--- src/rtl/core/ddo_pkg.sv ---
// Shared types, constants and tables for the differential-drive odometry block.
// Depends on nothing; every other file in rtl/core imports it.
`timescale 1ns / 1ps

package ddo_pkg;

   // widths of the item fields
   localparam int CNT_W     = 32;
   localparam int ANG_W     = 48;
   localparam int POS_W     = 48;
   localparam int HEAD_W    = 28;
   localparam int LIM_W     = 31;
   localparam int CSR_IDX_W = 3;

   // register indexes
   localparam logic [CSR_IDX_W-1:0] CSR_COUNT_TO_RADIAN = 3'd0;
   localparam logic [CSR_IDX_W-1:0] CSR_ROTATION_SCALE  = 3'd1;
   localparam logic [CSR_IDX_W-1:0] CSR_WHEEL_RADIUS    = 3'd2;
   localparam logic [CSR_IDX_W-1:0] CSR_GLITCH_LIMIT    = 3'd3;

   // register reset values
   localparam logic [31:0]      RST_COUNT_TO_RADIAN = 32'd16777;
   localparam logic [31:0]      RST_ROTATION_SCALE  = 32'd16777216;
   localparam logic [31:0]      RST_WHEEL_RADIUS    = 32'd838861;
   localparam logic [LIM_W-1:0] RST_GLITCH_LIMIT    = 31'd167772160;

   // angles in Q4.24
   localparam logic signed [HEAD_W-1:0] TWO_PI  = 28'sd105414357;
   localparam logic signed [HEAD_W-1:0] PI      = 28'sd52707179;
   localparam logic signed [HEAD_W-1:0] HALF_PI = 28'sd26353589;
   localparam logic [31:0]              TWO_PI_U = 32'd105414357;

   // rotator: Q2.30 in a 34-bit signed word
   localparam int                 ROT_W       = 34;
   localparam logic signed [33:0] CORDIC_GAIN = 34'sd652032874;
   localparam int                 CORDIC_STEPS_DEF = 24;

   // saturation bound for angles and distance
   localparam logic [46:0] SAT47 = {47{1'b1}};

   // queue between front and back
   localparam int QDEPTH = 2;

   typedef struct packed {
      logic signed [CNT_W-1:0] left_count;
      logic signed [CNT_W-1:0] right_count;
      logic                    clear_history;
   } ddo_req_type;

   typedef struct packed {
      logic signed [POS_W-1:0]  pos_x;
      logic signed [POS_W-1:0]  pos_y;
      logic signed [HEAD_W-1:0] heading;
      logic                     pose_updated;
   } ddo_rsp_type;

   // count deltas handed from front to back
   typedef struct packed {
      logic signed [CNT_W-1:0] d_left;
      logic signed [CNT_W-1:0] d_right;
   } ddo_delta_type;

   typedef struct packed {
      logic [31:0]      count_to_radian;
      logic [31:0]      rotation_scale;
      logic [31:0]      wheel_radius;
      logic [LIM_W-1:0] glitch_limit;
   } ddo_cfg_type;

   typedef enum logic [3:0] {
      ST_IDLE,
      ST_ANGLE,
      ST_DALF,
      ST_CHECK,
      ST_DIST,
      ST_HSUM,
      ST_WRAP,
      ST_CSTART,
      ST_CWAIT,
      ST_XMUL,
      ST_XADD,
      ST_YMUL,
      ST_YADD,
      ST_OUT
   } ddo_state_type;

   typedef struct packed {
      logic pop;
      logic cordic_start;
      logic rsp_load;
   } ddo_back_ctl_type;

   // atan(2^-k) in Q2.30, truncated up to k = 26 and rounded above
   function automatic logic [29:0] atan_q30(input logic [4:0] k);
      logic [29:0] v;
      unique case (k)
         5'd0:  v = 30'd843314856;
         5'd1:  v = 30'd497837829;
         5'd2:  v = 30'd263043836;
         5'd3:  v = 30'd133525158;
         5'd4:  v = 30'd67021686;
         5'd5:  v = 30'd33543515;
         5'd6:  v = 30'd16775850;
         5'd7:  v = 30'd8388437;
         5'd8:  v = 30'd4194282;
         5'd9:  v = 30'd2097149;
         5'd10: v = 30'd1048575;
         5'd11: v = 30'd524287;
         5'd12: v = 30'd262143;
         5'd13: v = 30'd131071;
         5'd14: v = 30'd65535;
         5'd15: v = 30'd32767;
         5'd16: v = 30'd16383;
         5'd17: v = 30'd8191;
         5'd18: v = 30'd4095;
         5'd19: v = 30'd2047;
         5'd20: v = 30'd1023;
         5'd21: v = 30'd511;
         5'd22: v = 30'd255;
         5'd23: v = 30'd127;
         5'd24: v = 30'd63;
         5'd25: v = 30'd31;
         5'd26: v = 30'd15;
         5'd27: v = 30'd8;
         5'd28: v = 30'd4;
         5'd29: v = 30'd2;
         5'd30: v = 30'd1;
         5'd31: v = 30'd0;
         default: v = 30'd0;
      endcase
      return v;
   endfunction

endpackage

--- src/rtl/core/ddo_queue.sv ---
// Short FIFO of count deltas between front and back.
// Depends on ddo_pkg.
`timescale 1ns / 1ps

module ddo_queue import ddo_pkg::*; (
   input  logic          clock,
   input  logic          reset,
   input  logic          push,
   input  ddo_delta_type push_data,
   output logic          full,
   input  logic          pop,
   output ddo_delta_type pop_data,
   output logic          not_empty
);

   localparam int PW = (QDEPTH > 1) ? $clog2(QDEPTH) : 1;
   localparam int CW = $clog2(QDEPTH + 1);

   ddo_delta_type     entry_ff [QDEPTH];
   logic [PW-1:0]     wr_ptr_ff, wr_ptr_in;
   logic [PW-1:0]     rd_ptr_ff, rd_ptr_in;
   logic [CW-1:0]     count_ff, count_in;

   assign full      = (count_ff == CW'(QDEPTH));
   assign not_empty = (count_ff != '0);
   assign pop_data  = entry_ff[rd_ptr_ff];

   always_comb begin
      wr_ptr_in = wr_ptr_ff;
      rd_ptr_in = rd_ptr_ff;
      count_in  = count_ff;
      if (push) begin
         wr_ptr_in = (wr_ptr_ff == PW'(QDEPTH - 1)) ? '0 : wr_ptr_ff + 1'b1;
      end
      if (pop) begin
         rd_ptr_in = (rd_ptr_ff == PW'(QDEPTH - 1)) ? '0 : rd_ptr_ff + 1'b1;
      end
      if (push && !pop) begin
         count_in = count_ff + 1'b1;
      end else if (pop && !push) begin
         count_in = count_ff - 1'b1;
      end
   end

   always_ff @(posedge clock) begin
      if (reset) begin
         wr_ptr_ff <= '0;
         rd_ptr_ff <= '0;
         count_ff  <= '0;
      end else begin
         wr_ptr_ff <= wr_ptr_in;
         rd_ptr_ff <= rd_ptr_in;
         count_ff  <= count_in;
      end
   end

   // storage, no reset
   always_ff @(posedge clock) begin
      if (push) begin
         entry_ff[wr_ptr_ff] <= push_data;
      end
   end

endmodule

--- config.mk ---
export PLATFORM = sky130hd
export DESIGN_NAME = ddo_queue
export DESIGN_NICKNAME = d
export VERILOG_FILES = /design/src/rtl/core/ddo_pkg.sv /design/src/rtl/core/ddo_queue.sv
export SDC_FILE = /design/constraint.sdc
export NUM_CORES = 1
export LEC_CHECK = 0
export BUFFER_PORTS_ARGS = -buffer_cell sky130_fd_sc_hd__buf_4
export CORE_MARGIN = 4
export CORE_UTILIZATION = 45
export CTS_CLUSTER_SIZE = 25
export DETAILED_ROUTE_END_ITERATION = 10
export GPL_TIMING_DRIVEN = 0
export MAX_ROUTING_LAYER = met4
export PLACE_DENSITY_LB_ADDON = 0.1
export SETUP_SLACK_MARGIN = 0.5
export SYNTH_ARGS = -nofsm -noshare
export SYNTH_HDL_FRONTEND = slang
export SYNTH_SLANG_ARGS = --single-unit
--- constraint.sdc ---
create_clock -name clock -period 3.51 [get_ports clock]
set_input_delay 0.1755 -clock clock [delete_from_list [all_inputs] [get_ports clock]]
set_output_delay 0.1755 -clock clock [all_outputs]
set_load 0.005 [all_outputs]
# Yosys cells after proc, flatten, opt, wreduce, memory -nomap -nowiden
# Memory sizes are Yosys's and may differ from the RTL's. A register that Yosys moved wholly into a read port is not among the register bits.
# Index checks and enable logic that the tools add are counted.
# totals
ff_bits,4
latchBits,0
mem_bits_rw,128
mem_bits_ro,0
input_bits,68
output_inout_bits,66
wordCells,23
mem_count,1
# op_classes
add_sub_neg,4
multipliers,0
n_div,0
n_lt_le_gt_ge,0
eq_ne,1
shift,0
mux,8
n_bitwise,0
n_reduce_logical,6
# memory_table
memory,words,width,rd,rd_clocked_by_memory_dff,wr,line,source
entry_ff,2,64,1,1,1,ddo_queue.sv:19,ddo_delta_type entry_ff [QDEPTH];
# ops
operator,count
$mux 1,6
$mux 2,2
$reduce_bool 2->1,2
$add 1x1->1 const B,2
$add 2x1->2 const B,1
$eq 2x2->1 const B,1
$logic_and 1x1->1,2
$logic_not 1->1,2
$sub 2x1->2 const B,1

# Logic depth before layout (Yosys ltp)
# depth
ltp_word,4
depth_mapped,5
depth_no_buf,5

# Worst setup path after synthesis
# OpenSTA, ideal clock, no wires.
# synth_path
path_kind,flip-flop to flip-flop
from,register wr_ptr_ff
to,memory entry_ff[0][0] (netlist name) (enable)
t_arrival_ns,3.173
required_time_ns,3.016
setup_slack_ns,-0.157
path_stages_with_launch,2
synth_period_minus_slack_ns,3.667
path_cell_list,dfxtp_1 > nor2b_1
# synth_lines
element,line,source
"start, declared",ddo_queue.sv:20,"logic [PW-1:0] wr_ptr_ff, wr_ptr_in;"
"start signal, assigned",ddo_queue.sv:51,wr_ptr_ff <= wr_ptr_in;
"end, declared",ddo_queue.sv:19,
# No word-level cell before the write port.

==> qor.yml <==
yosys:
  synth.largest_area_cell: "edfxtp_1"
  yosysUniqueCellTypes: 17
  syn_inst: 221
  synth_seq_cells: 133
  ys.warnings.count: 0
  synth_compound_area_frac: 0.00206
  synthAdderAreaFrac: 0.00258
  ys_seq_area_frac: 0.813
  synth_top_area_share: 0.793
  synthMuxAreaShare: 0.149
  yosys.area_share.simple: 0.0101
  avgSynthCellArea_um2: 21.9
  synth_fp_nets: 290
  synth_top_family_by_area: "multiplexers"
  synth_xor_area_frac: 0.00722
  netlist_area_mm2: 0.00485
  synth_area_leaders: "edfxtp_1 79%, mux2_2 15%, dfxtp_1 2.1%, buf_6 1.4%, xnor2_1 0.36%"
floorplan:
  dieArea_mm2: 0.0125
  core_area_mm2: 0.0104
  die-width_um: 112
  io_pins: 134
  die_h_um: 112
  initial_core_util: 0.466
  rows: 37
power_and_ir_drop:
  sw_frac_of_total: 0.200
  power_density_mw_per_mm2: 562
  clkPwrFrac: 0.426
  worst_ir_drop_vdd_v: 0.000378
  internal_power_mw: 3.30
  power_mw: 4.13
  power_frac_comb: 0.120
  p_leak_nw: 2.81
  p_switching_uw: 827
  pwr-share-seq: 0.454
cells_and_area:
  most-common-layout-cells: "134 x buf_4, 128 x edfxtp_1, 67 x dlygate4sd3_1, 64 x mux2_2, 16 x clkbuf_16"
  layout-drive-gt1-share: 0.524
  stdcell_count: 590
  nNetsFinal: 511
  stdcell_area_mm2: 0.00734
  diodes: 0
  syn2layout_area_growth_pct: 51.3
  fin_util: 0.705
  layout_commonest_cell: "buf_4"
routing:
  firstDrtPassIters: 4
  drtAntennaViolNets: 0
  vias: 2732
  drt-initial-drc-count: 112
  drc: 0
  postRouteWirelength_um: 9080
  wire_per_inst_um: 15.4
  avgViaCountPerCell: 4.63
setup_path:
  cp_data_arrival_time_ns: 1.68
  r2r_slack_ns: 1.91
  crit_type: "register to output pin"
  crit_slowest_cell: "mux2_2"
  crit_family: "buffers and inverters"
  worstPathRequired_ns: 3.33
  reg2reg_to: "entry_ff[1][43]"
  crit_chain: "buf_4 > buf_6 > mux2_2 > buf_4"
  end_kind: "output pin"
  start_kind: "register"
  crit_buf_inv: 3
  worst-r2r-cell-count: 1
  timing.rr.start: "wr_ptr_ff"
  crit_path_frequent_cell: "buf_4"
  max_stage_delay_ns: 0.35
  cp_max_fo: 10
timing:
  hold_violations: 0
  tns_ns: 0
  rsz0062_at_grt: "false"
  post-route-period-util: 0.530
  holdWs_ns: 0.391
  relSlewSlack: 0.411
  maxSlewViolCount: 0
  worst_slack_ns: 1.65
  clock.fmax_mhz: 538
  skew_ns: 0.00894
  finalSetupViolCount: 0
  period_needed_ns: 1.86
  tightest_slew_ns: 0.883
clock_tree:
  clk_latency_ns: 0.51
  cts_tree: "built"
  cts_buffer_depth: 2
  path_clk_slew_ns: 0.06
  cts_resized: 0
  clock-root-buffer: "clkbuf_8"
  htreeDepth: 4
  cts_setup_buffers: 0
  cts_sinks: 133
  cts_buffers: 17
placed_design:
  placed_area_mm2: 0.00607
  portBuffers: 133
  routabilityCongestion: 0.718
  hpwl_um: 5580
  placed_cells: 492
  dp_slack_ns: 1.89
worst_hold_path:
  min_from: "push_data[7]"
  hp-class: "input port to register"
  hold-path-endpoint: "entry_ff[1][7]"
  min_path_cells: 2
grt:
  overflow: 0
  grt.met3_usage: 0.0505
  grt_pass1_vias: 3055
  use_met2: 0.267
  grt_max_degree: 65
  grt_antenna_before_repair: 0
  grt_util_met1: 0.181
  top_usage_layer: "met2"
  track_usage: 0.160
  grt_pass1_wl_um: 15000
run:
  cap_violations: 0
status:
  status: "completed"
## worst max path at each step
stage                    from         endpoint  slack [ns]  cells past startpoint
floorplan           wr_ptr_ff   entry_ff[0][0]        1.08                      1
global placement    wr_ptr_ff  entry_ff[0][37]        0.08                      1
detailed placement  wr_ptr_ff  entry_ff[1][35]        1.89                      1
CTS                  register     pop_data[50]        1.60                      4
global route         register     pop_data[50]        1.55                      4
finish               register     pop_data[28]        1.65                      4
## layer usage
layer	share of wire	routed length (um)
met1	0.40	3650
met2	0.54	4870
met3	0.053	482
met4	0.0088	80
met5	0	0
## cells by family after synthesis
logic type	Yosys count
and+or+nand+nor	9
adders and majority gates	1
buffers and inverters	8
AOI/OAI and AO/OA	2
xor gates and xnor gates	4
muxes	64
DFF	133
## power groups by stage
stage                     clock (mW)  sequential, mW  combinational (mW)
final                           1.76            1.87               0.494
after global routing            1.88            1.88               0.537
after CTS                       1.80            1.88               0.504
after detailed placement           0            1.91               0.441
after global placement             0            1.91               0.426
after floorplan                    0            1.90               0.195
## cells in the mapped netlist
library cell,count
xor2_1,2
o21ai_0,1
nor2_1,4
edfxtp_1,128
or3_1,1
buf_6,6
or2_2,1
dfxtp_1,5
a21oi_1,1
inv_1,1
ha_1,1
xnor2_1,2
mux2_2,64
nor2b_1,1
buf_4,1
and2b_2,1
and2_1,1
## layout make-up
cell class	instances	area (um2)
plain buffers	7	75.1
fillers	709	3080
inverters	1	3.75
flip-flops and latches	133	3940
well taps	136	170
clock inverters	14	186
multi-input cells	80	837
clock buffers	17	414
repair buffers	202	1710
## timing repair
action,4_1_cts,5_1_grt
hold buffers,67,0
hold endpoints to repair,133,0
endpoints found under the setup margin,0,0
## state kept, by name (all words and copies together), names as in the netlist, named ones only
signal,count
entry_ff,128
rd_ptr_ff,1
count_ff,2
wr_ptr_ff,1
Power figures use the tool's default switching activity.
