===== src/rtl/core/ddo_pkg.sv =====
// Shared types, constants and tables for the differential-drive odometry block.
// Depends on nothing; every other file in rtl/core imports it.
`timescale 1ns / 1ps

package ddo_pkg;

   // widths of the item fields
   localparam int CNT_W     = 32;
   localparam int ANG_W     = 48;
   localparam int POS_W     = 48;
   localparam int HEAD_W    = 28;
   localparam int LIM_W     = 31;
   localparam int CSR_IDX_W = 3;

   // register indexes
   localparam logic [CSR_IDX_W-1:0] CSR_COUNT_TO_RADIAN = 3'd0;
   localparam logic [CSR_IDX_W-1:0] CSR_ROTATION_SCALE  = 3'd1;
   localparam logic [CSR_IDX_W-1:0] CSR_WHEEL_RADIUS    = 3'd2;
   localparam logic [CSR_IDX_W-1:0] CSR_GLITCH_LIMIT    = 3'd3;

   // register reset values
   localparam logic [31:0]      RST_COUNT_TO_RADIAN = 32'd16777;
   localparam logic [31:0]      RST_ROTATION_SCALE  = 32'd16777216;
   localparam logic [31:0]      RST_WHEEL_RADIUS    = 32'd838861;
   localparam logic [LIM_W-1:0] RST_GLITCH_LIMIT    = 31'd167772160;

   // angles in Q4.24
   localparam logic signed [HEAD_W-1:0] TWO_PI  = 28'sd105414357;
   localparam logic signed [HEAD_W-1:0] PI      = 28'sd52707179;
   localparam logic signed [HEAD_W-1:0] HALF_PI = 28'sd26353589;
   localparam logic [31:0]              TWO_PI_U = 32'd105414357;

   // rotator: Q2.30 in a 34-bit signed word
   localparam int                 ROT_W       = 34;
   localparam logic signed [33:0] CORDIC_GAIN = 34'sd652032874;
   localparam int                 CORDIC_STEPS_DEF = 24;

   // saturation bound for angles and distance
   localparam logic [46:0] SAT47 = {47{1'b1}};

   // queue between front and back
   localparam int QDEPTH = 2;

   typedef struct packed {
      logic signed [CNT_W-1:0] left_count;
      logic signed [CNT_W-1:0] right_count;
      logic                    clear_history;
   } ddo_req_type;

   typedef struct packed {
      logic signed [POS_W-1:0]  pos_x;
      logic signed [POS_W-1:0]  pos_y;
      logic signed [HEAD_W-1:0] heading;
      logic                     pose_updated;
   } ddo_rsp_type;

   // count deltas handed from front to back
   typedef struct packed {
      logic signed [CNT_W-1:0] d_left;
      logic signed [CNT_W-1:0] d_right;
   } ddo_delta_type;

   typedef struct packed {
      logic [31:0]      count_to_radian;
      logic [31:0]      rotation_scale;
      logic [31:0]      wheel_radius;
      logic [LIM_W-1:0] glitch_limit;
   } ddo_cfg_type;

   typedef enum logic [3:0] {
      ST_IDLE,
      ST_ANGLE,
      ST_DALF,
      ST_CHECK,
      ST_DIST,
      ST_HSUM,
      ST_WRAP,
      ST_CSTART,
      ST_CWAIT,
      ST_XMUL,
      ST_XADD,
      ST_YMUL,
      ST_YADD,
      ST_OUT
   } ddo_state_type;

   typedef struct packed {
      logic pop;
      logic cordic_start;
      logic rsp_load;
   } ddo_back_ctl_type;

   // atan(2^-k) in Q2.30, truncated up to k = 26 and rounded above
   function automatic logic [29:0] atan_q30(input logic [4:0] k);
      logic [29:0] v;
      unique case (k)
         5'd0:  v = 30'd843314856;
         5'd1:  v = 30'd497837829;
         5'd2:  v = 30'd263043836;
         5'd3:  v = 30'd133525158;
         5'd4:  v = 30'd67021686;
         5'd5:  v = 30'd33543515;
         5'd6:  v = 30'd16775850;
         5'd7:  v = 30'd8388437;
         5'd8:  v = 30'd4194282;
         5'd9:  v = 30'd2097149;
         5'd10: v = 30'd1048575;
         5'd11: v = 30'd524287;
         5'd12: v = 30'd262143;
         5'd13: v = 30'd131071;
         5'd14: v = 30'd65535;
         5'd15: v = 30'd32767;
         5'd16: v = 30'd16383;
         5'd17: v = 30'd8191;
         5'd18: v = 30'd4095;
         5'd19: v = 30'd2047;
         5'd20: v = 30'd1023;
         5'd21: v = 30'd511;
         5'd22: v = 30'd255;
         5'd23: v = 30'd127;
         5'd24: v = 30'd63;
         5'd25: v = 30'd31;
         5'd26: v = 30'd15;
         5'd27: v = 30'd8;
         5'd28: v = 30'd4;
         5'd29: v = 30'd2;
         5'd30: v = 30'd1;
         5'd31: v = 30'd0;
         default: v = 30'd0;
      endcase
      return v;
   endfunction

endpackage


===== src/rtl/core/ddo_front.sv =====
// Front end: takes request beats, keeps the last count per wheel, emits count deltas.
// Depends on ddo_pkg.
`timescale 1ns / 1ps

module ddo_front import ddo_pkg::*; (
   input  logic          clock,
   input  logic          reset,
   input  logic          req_valid,
   output logic          req_ready,
   input  ddo_req_type   req_payload,
   input  logic          q_full,
   output logic          push,
   output ddo_delta_type push_data
);

   logic [CNT_W-1:0] last_left_ff, last_left_in;
   logic [CNT_W-1:0] last_right_ff, last_right_in;
   logic [CNT_W-1:0] hist_left, hist_right;

   assign req_ready = !q_full;
   assign push      = req_valid && req_ready;

   // a cleared or zero history gives a zero delta
   always_comb begin
      hist_left  = req_payload.clear_history ? '0 : last_left_ff;
      hist_right = req_payload.clear_history ? '0 : last_right_ff;
      push_data.d_left  = (hist_left == '0) ? '0 :
                          $signed(req_payload.left_count - hist_left);
      push_data.d_right = (hist_right == '0) ? '0 :
                          $signed(req_payload.right_count - hist_right);
      last_left_in  = push ? req_payload.left_count  : last_left_ff;
      last_right_in = push ? req_payload.right_count : last_right_ff;
   end

   always_ff @(posedge clock) begin
      if (reset) begin
         last_left_ff  <= '0;
         last_right_ff <= '0;
      end else begin
         last_left_ff  <= last_left_in;
         last_right_ff <= last_right_in;
      end
   end

endmodule


===== config.mk =====
export PLATFORM = sky130hd
export DESIGN_NAME = ddo_front
export DESIGN_NICKNAME = d
export VERILOG_FILES = /design/src/rtl/core/ddo_pkg.sv /design/src/rtl/core/ddo_front.sv
export SDC_FILE = /design/constraint.sdc
export NUM_CORES = 1
export LEC_CHECK = 0
export BUFFER_PORTS_ARGS = -buffer_cell sky130_fd_sc_hd__clkbuf_2
export CAP_MARGIN = 20
export CORE_MARGIN = 3
export CORE_UTILIZATION = 60
export DETAILED_ROUTE_END_ITERATION = 10
export PLACE_DENSITY = 0.87
export SLEW_MARGIN = 30
export SYNTH_ARGS = -nofsm -noshare
export SYNTH_HDL_FRONTEND = slang
export SYNTH_SLANG_ARGS = --single-unit
export TNS_END_PERCENT = 5

===== constraint.sdc =====
create_clock -name clock -period 5.9 [get_ports clock]
set_input_delay 0.59 -clock clock [delete_from_list [all_inputs] [get_ports clock]]
set_output_delay 0.59 -clock clock [all_outputs]
set_load 0.02 [all_outputs]

======== Word-level counts from Yosys, hierarchy flattened ========
Index checks and enable logic that the tools add are counted.
cells by class
  add/subtract/negate cells ............... 2
  multipliers ............................. 0
  div/mod/pow operators ................... 0
  magnitude comparators ................... 0
  eq/ne operators ......................... 0
  shift-type cells ........................ 0
  muxes and demuxes ....................... 4
  bitwise logic cells ..................... 0
  reduce and logical (&&, ||, !) cells .... 4
operator list
  operator           count
  $mux 32            4
  $logic_not 32->1   2
  $sub 32x32->32     2
  $logic_and 1x1->1  1
  $logic_not 1->1    1
storage, ports and cells
  flip-flop bits (word level) ............. 64
  latch bits .............................. 0
  bits in writable memories ............... 0
  memory bits (read-only) ................. 0
  bits of input ports ..................... 69
  output and inout port bits .............. 66
  logic and storage cells ................. 12
  memories kept ........................... 0

======== Depth between registers and ports, before layout ========
  depth in word-level cells ............... 3
  mapped depth ............................ 14
  gate-level depth less buffers ........... 11

======== Worst setup path before layout ========
No wires, ideal clock.
  path kind ............................... input to output
  start point ............................. input req_payload[0] in the netlist's numbering
  end point ............................... output push_data[18] in the netlist's numbering
  data arrival time ....................... 3829 ps
  data required time ...................... 5310 ps
  setup slack ............................. 1481 ps
  stages .................................. 10
  buffers on the path ..................... 2
  cells stage by stage .................... inv_1 -> clkbuf_1 -> clkbuf_1 -> nand2_1 -> ha_1 -> a21o_1 -> or3_1 -> a2111oi_4 -> nor4_4 -> a2111oi_0
RTL lines
  item                line             RTL
  start: declaration  ddo_front.sv:10  input ddo_req_type req_payload,
  end: declaration    ddo_front.sv:13  output ddo_delta_type push_data

==> impl_metrics.yaml <==
die:
  die_h_um: 109
  io-pin-count: 135
  die_w_um: 109
  fp.dieArea_um2: 11800
  initial_core_util_pct: 63.2
  row_count: 36
  core_um2: 10000
synthesis:
  synth_fp_nets: 1051
  yosys_warnings: 0
  yosysTopAreaCellShare_pct: 20.2
  synthSimpleGateAreaFrac_pct: 27.7
  synth_top_family_by_area: "simple AND/OR/NAND/NOR gates"
  synthAdderAreaFrac_pct: 16.0
  synthFlopType: "dfxtp_1"
  synthTopCellsByArea: "dfxtp_1 20%, ha_1 15%, nand2_1 13%, a21oi_1 8.8%, nor2_1 4.8%"
  netlist_instances: 902
  synth_area_per_cell_um2: 7.03
  synth_enable_flop_cells: 0
  synth.largest_area_cell: "dfxtp_1"
  ys_seq_area_share_pct: 20.2
  ys_seq_elements: 64
  syn_area_um2: 6340
  synth_xor_area_share_pct: 7.18
  yosysUniqueCellTypes: 61
  muxShareOfSynthArea_pct: 0.710
  synth_compound_area_share_pct: 25.0
  synthArstFlopShare_pct: 0
status:
  status: "complete, no violations"
pwr:
  netSwitchingPower_uw: 589
  clkPwrFrac_pct: 24.1
  p_per_area_nw_per_um2: 205
  p_leak_nw: 3.21
  ir_drop_mv: 0.146
  power.internal_uw: 902
  pwr-share-comb_pct: 44.4
  power_frac_seq_pct: 31.5
  switching_share_pct: 39.5
placed_design:
  portBuffers: 134
  dpl.hpwl_um: 13500
  post_dp_cell_area_um2: 7100
  dp_slack_ns: 1.28
  globalplace.congestion: 0.965
critical_path:
  cp.required_ns: 5.31
  crit_buf_inv: 4
  cp_slowest_cell: "or4_1"
  crit_family: "simple AND/OR/NAND/NOR gates"
  worstSetupPathType: "in2out"
  cp_cell_sequence: "clkbuf_2 -> inv_2 -> buf_4 -> nand2_1 -> ha_1 -> nand3_2 -> or4_1 -> a2111o_1 -> nand3_2 -> or2_4 -> a32oi_4 -> o31ai_4 -> mux2_1 -> clkbuf_2"
  cp-end-kind: "output port"
  r2r-start: "last_right_ff[10]"
  cp_data_arrival_time_ns: 4.10
  crit_path_max_fanout: 31
  crit_path_max_incr_delay_ns: 0.53
  critPathLaunch: "req_payload[0]"
  cp-start-kind: "input port"
global_route:
  grt_max_degree: 66
  grt_pass1_vias: 6100
  antenna_found_initial: 0
  overflow: 0
  grt_pass1_wl_um: 28300
  grt_usage_pct: 28.9
clock_network:
  htree_levels: 3
  clockRootBuffer: "clkbuf_8"
  cts_sinks: 64
  cts_tree: "done"
  clk_pin_slew_ns: 0.06
  cts.path.max_buffers: 2
  numCtsBuffers: 9
  clkLatencyLatePin_ns: 0.32
  cts_setup_buffers: 0
  cts-resized-gates: 0
  holdBufCountCts: 0
final_layout:
  diodes: 0
  final_area_um2: 7280
  fin_util_pct: 72.5
  area_growth_pct: 14.8
  layout-drive-gt1-share_pct: 17.0
  fin_nets: 1166
timing:
  period_share_pct: 79.5
  worstMarginPinSlew_ns: 0.678
  setup_viol: 0
  fin_crit_ns: 4.69
  slew_headroom_pct: 54.8
  tns_ns: 0
  fin_ws_ns: 1.21
  finalHoldViolations: 0
  slew_viol_final: 0
  rsz0062_at_grt: "false"
  skew_ns: 0
  clock.fmax_ghz: 0.213
routing:
  finalWirelength_um: 17500
  vias_per_cell: 5.88
  drc: 0
  dr.pass1.iters: 5
  drt_iter0_drc: 528
  vias: 6783
  ant_nets: 0
  wl_per_cell_um: 15.1
hold_path:
  hold_start: "last_left_ff[11]"
  hold_path.class: "reg2reg"
job:
  cap_violations: 0
-- synth_stat cells (all sizes together) (2+ instances only) --
library cell,number
mux2,4
o2111ai,2
or4b,2
xnor2,27
xor2,25
fa,2
nand3,7
a2111o,3
o21a,13
a211oi,5
nor4,15
o21ai,34
a221oi,2
o41ai,4
inv,17
o211ai,5
a31o,2
a32oi,2
or2,2
a21oi,112
dfxtp,64
a21o,30
o2bb2ai,2
or3,3
o21bai,2
nor2,81
ha,78
a31oi,9
o31ai,5
a21boi,2
and4,4
nand2b,6
and3,14
buf,3
nand2,223
a41oi,3
a311oi,2
nor2b,14
a2111oi,3
clkbuf,34
nand4,5
and2,6
o22ai,2
nor3,15
-- stage by stage --
stage | hold WS [ns] | instances | total power, mW
2_1_floorplan | 0.445 | 902 | 0.946
3_3_place_gp | 0.458 | 1139 | 1.13
3_5_place_dp | 0.463 | 1139 | 1.13
4_1_cts | 0.472 | 1154 | 1.49
5_1_grt | 0.497 | 1154 | 1.59
6_report | 0.471 | 1154 | 1.49
-- power by group through the flow --
stage	Sequential [mW]	Combinational [mW]	Clock (mW)
floorplan	0.473	0.474	0
global route	0.472	0.730	0.385
global placement	0.479	0.650	0
finish	0.470	0.663	0.359
CTS	0.469	0.660	0.363
detailed placement	0.479	0.656	0
-- cell usage in the layout, fill, tap and decap left out, drive strengths merged, types with 5 or more instances in the layout --
cell type | netlist | routed
and3 | 14 | 14
nor3 | 15 | 15
ha | 78 | 78
xnor2 | 27 | 27
o211ai | 5 | 5
a211oi | 5 | 5
nand3 | 7 | 7
nor2 | 81 | 81
a31oi | 9 | 9
a21o | 30 | 30
clkbuf | 34 | 145
o21ai | 34 | 34
buf | 3 | 7
nand2 | 223 | 223
and2 | 6 | 6
nand2b | 6 | 6
dfxtp | 64 | 64
inv | 17 | 17
a21oi | 112 | 112
nor4 | 15 | 15
nor2b | 14 | 14
o31ai | 5 | 5
o21a | 13 | 13
xor2 | 25 | 25
nand4 | 5 | 5
-- sequential cells by signal, indices dropped and copies added, names as in the netlist --
signal / flops
last_left_ff: 32
last_right_ff: 32
-- per-layer routing --
layer  global-route usage, %  part of all wire [%]
met1                    41.0                    47
met2                    47.0                    45
met3                    3.43                   6.3
met4                    6.85                   1.8
met5                       0                     0
-- layout make-up --
cell class	count	area, um^2
clock inverters	4	45.0
clock buffers	11	141
inverters	17	63.8
repair buffers	141	723
flip-flops and latches	64	1280
well taps	133	166
fillers	926	2760
multi-input cells	784	4860
-- final timing paths --
kind	endpoint	slack (ns)	cells past startpoint
worst max-delay path	push_data[61]	1.21	14
worst min-delay path	last_left_ff[11]	0.47	2
worst max register to register	last_right_ff[10]	5.15	2
worst min register to register	last_left_ff[11]	0.47	2
-- logic make-up (layout without fill, tap and decap cells) --
| family | count (synthesis) | after routing |
|---|---|---|
| DFF | 64 | 64 |
| and+or+nand+nor | 399 | 399 |
| AOI/OAI and AO/OA | 249 | 249 |
| buffers and inverters | 54 | 173 |
| muxes | 4 | 4 |
| xor gates and xnor gates | 52 | 52 |
| adders and majority gates | 80 | 80 |
-- worst reg2reg max path, delay by kind of cell (launching register included) --
kind,cells,cell delay (ns)
compound gates,1,0.22
flops,1,0.38
simple gates,1,0.06
Power figures use the tool's default switching activity.
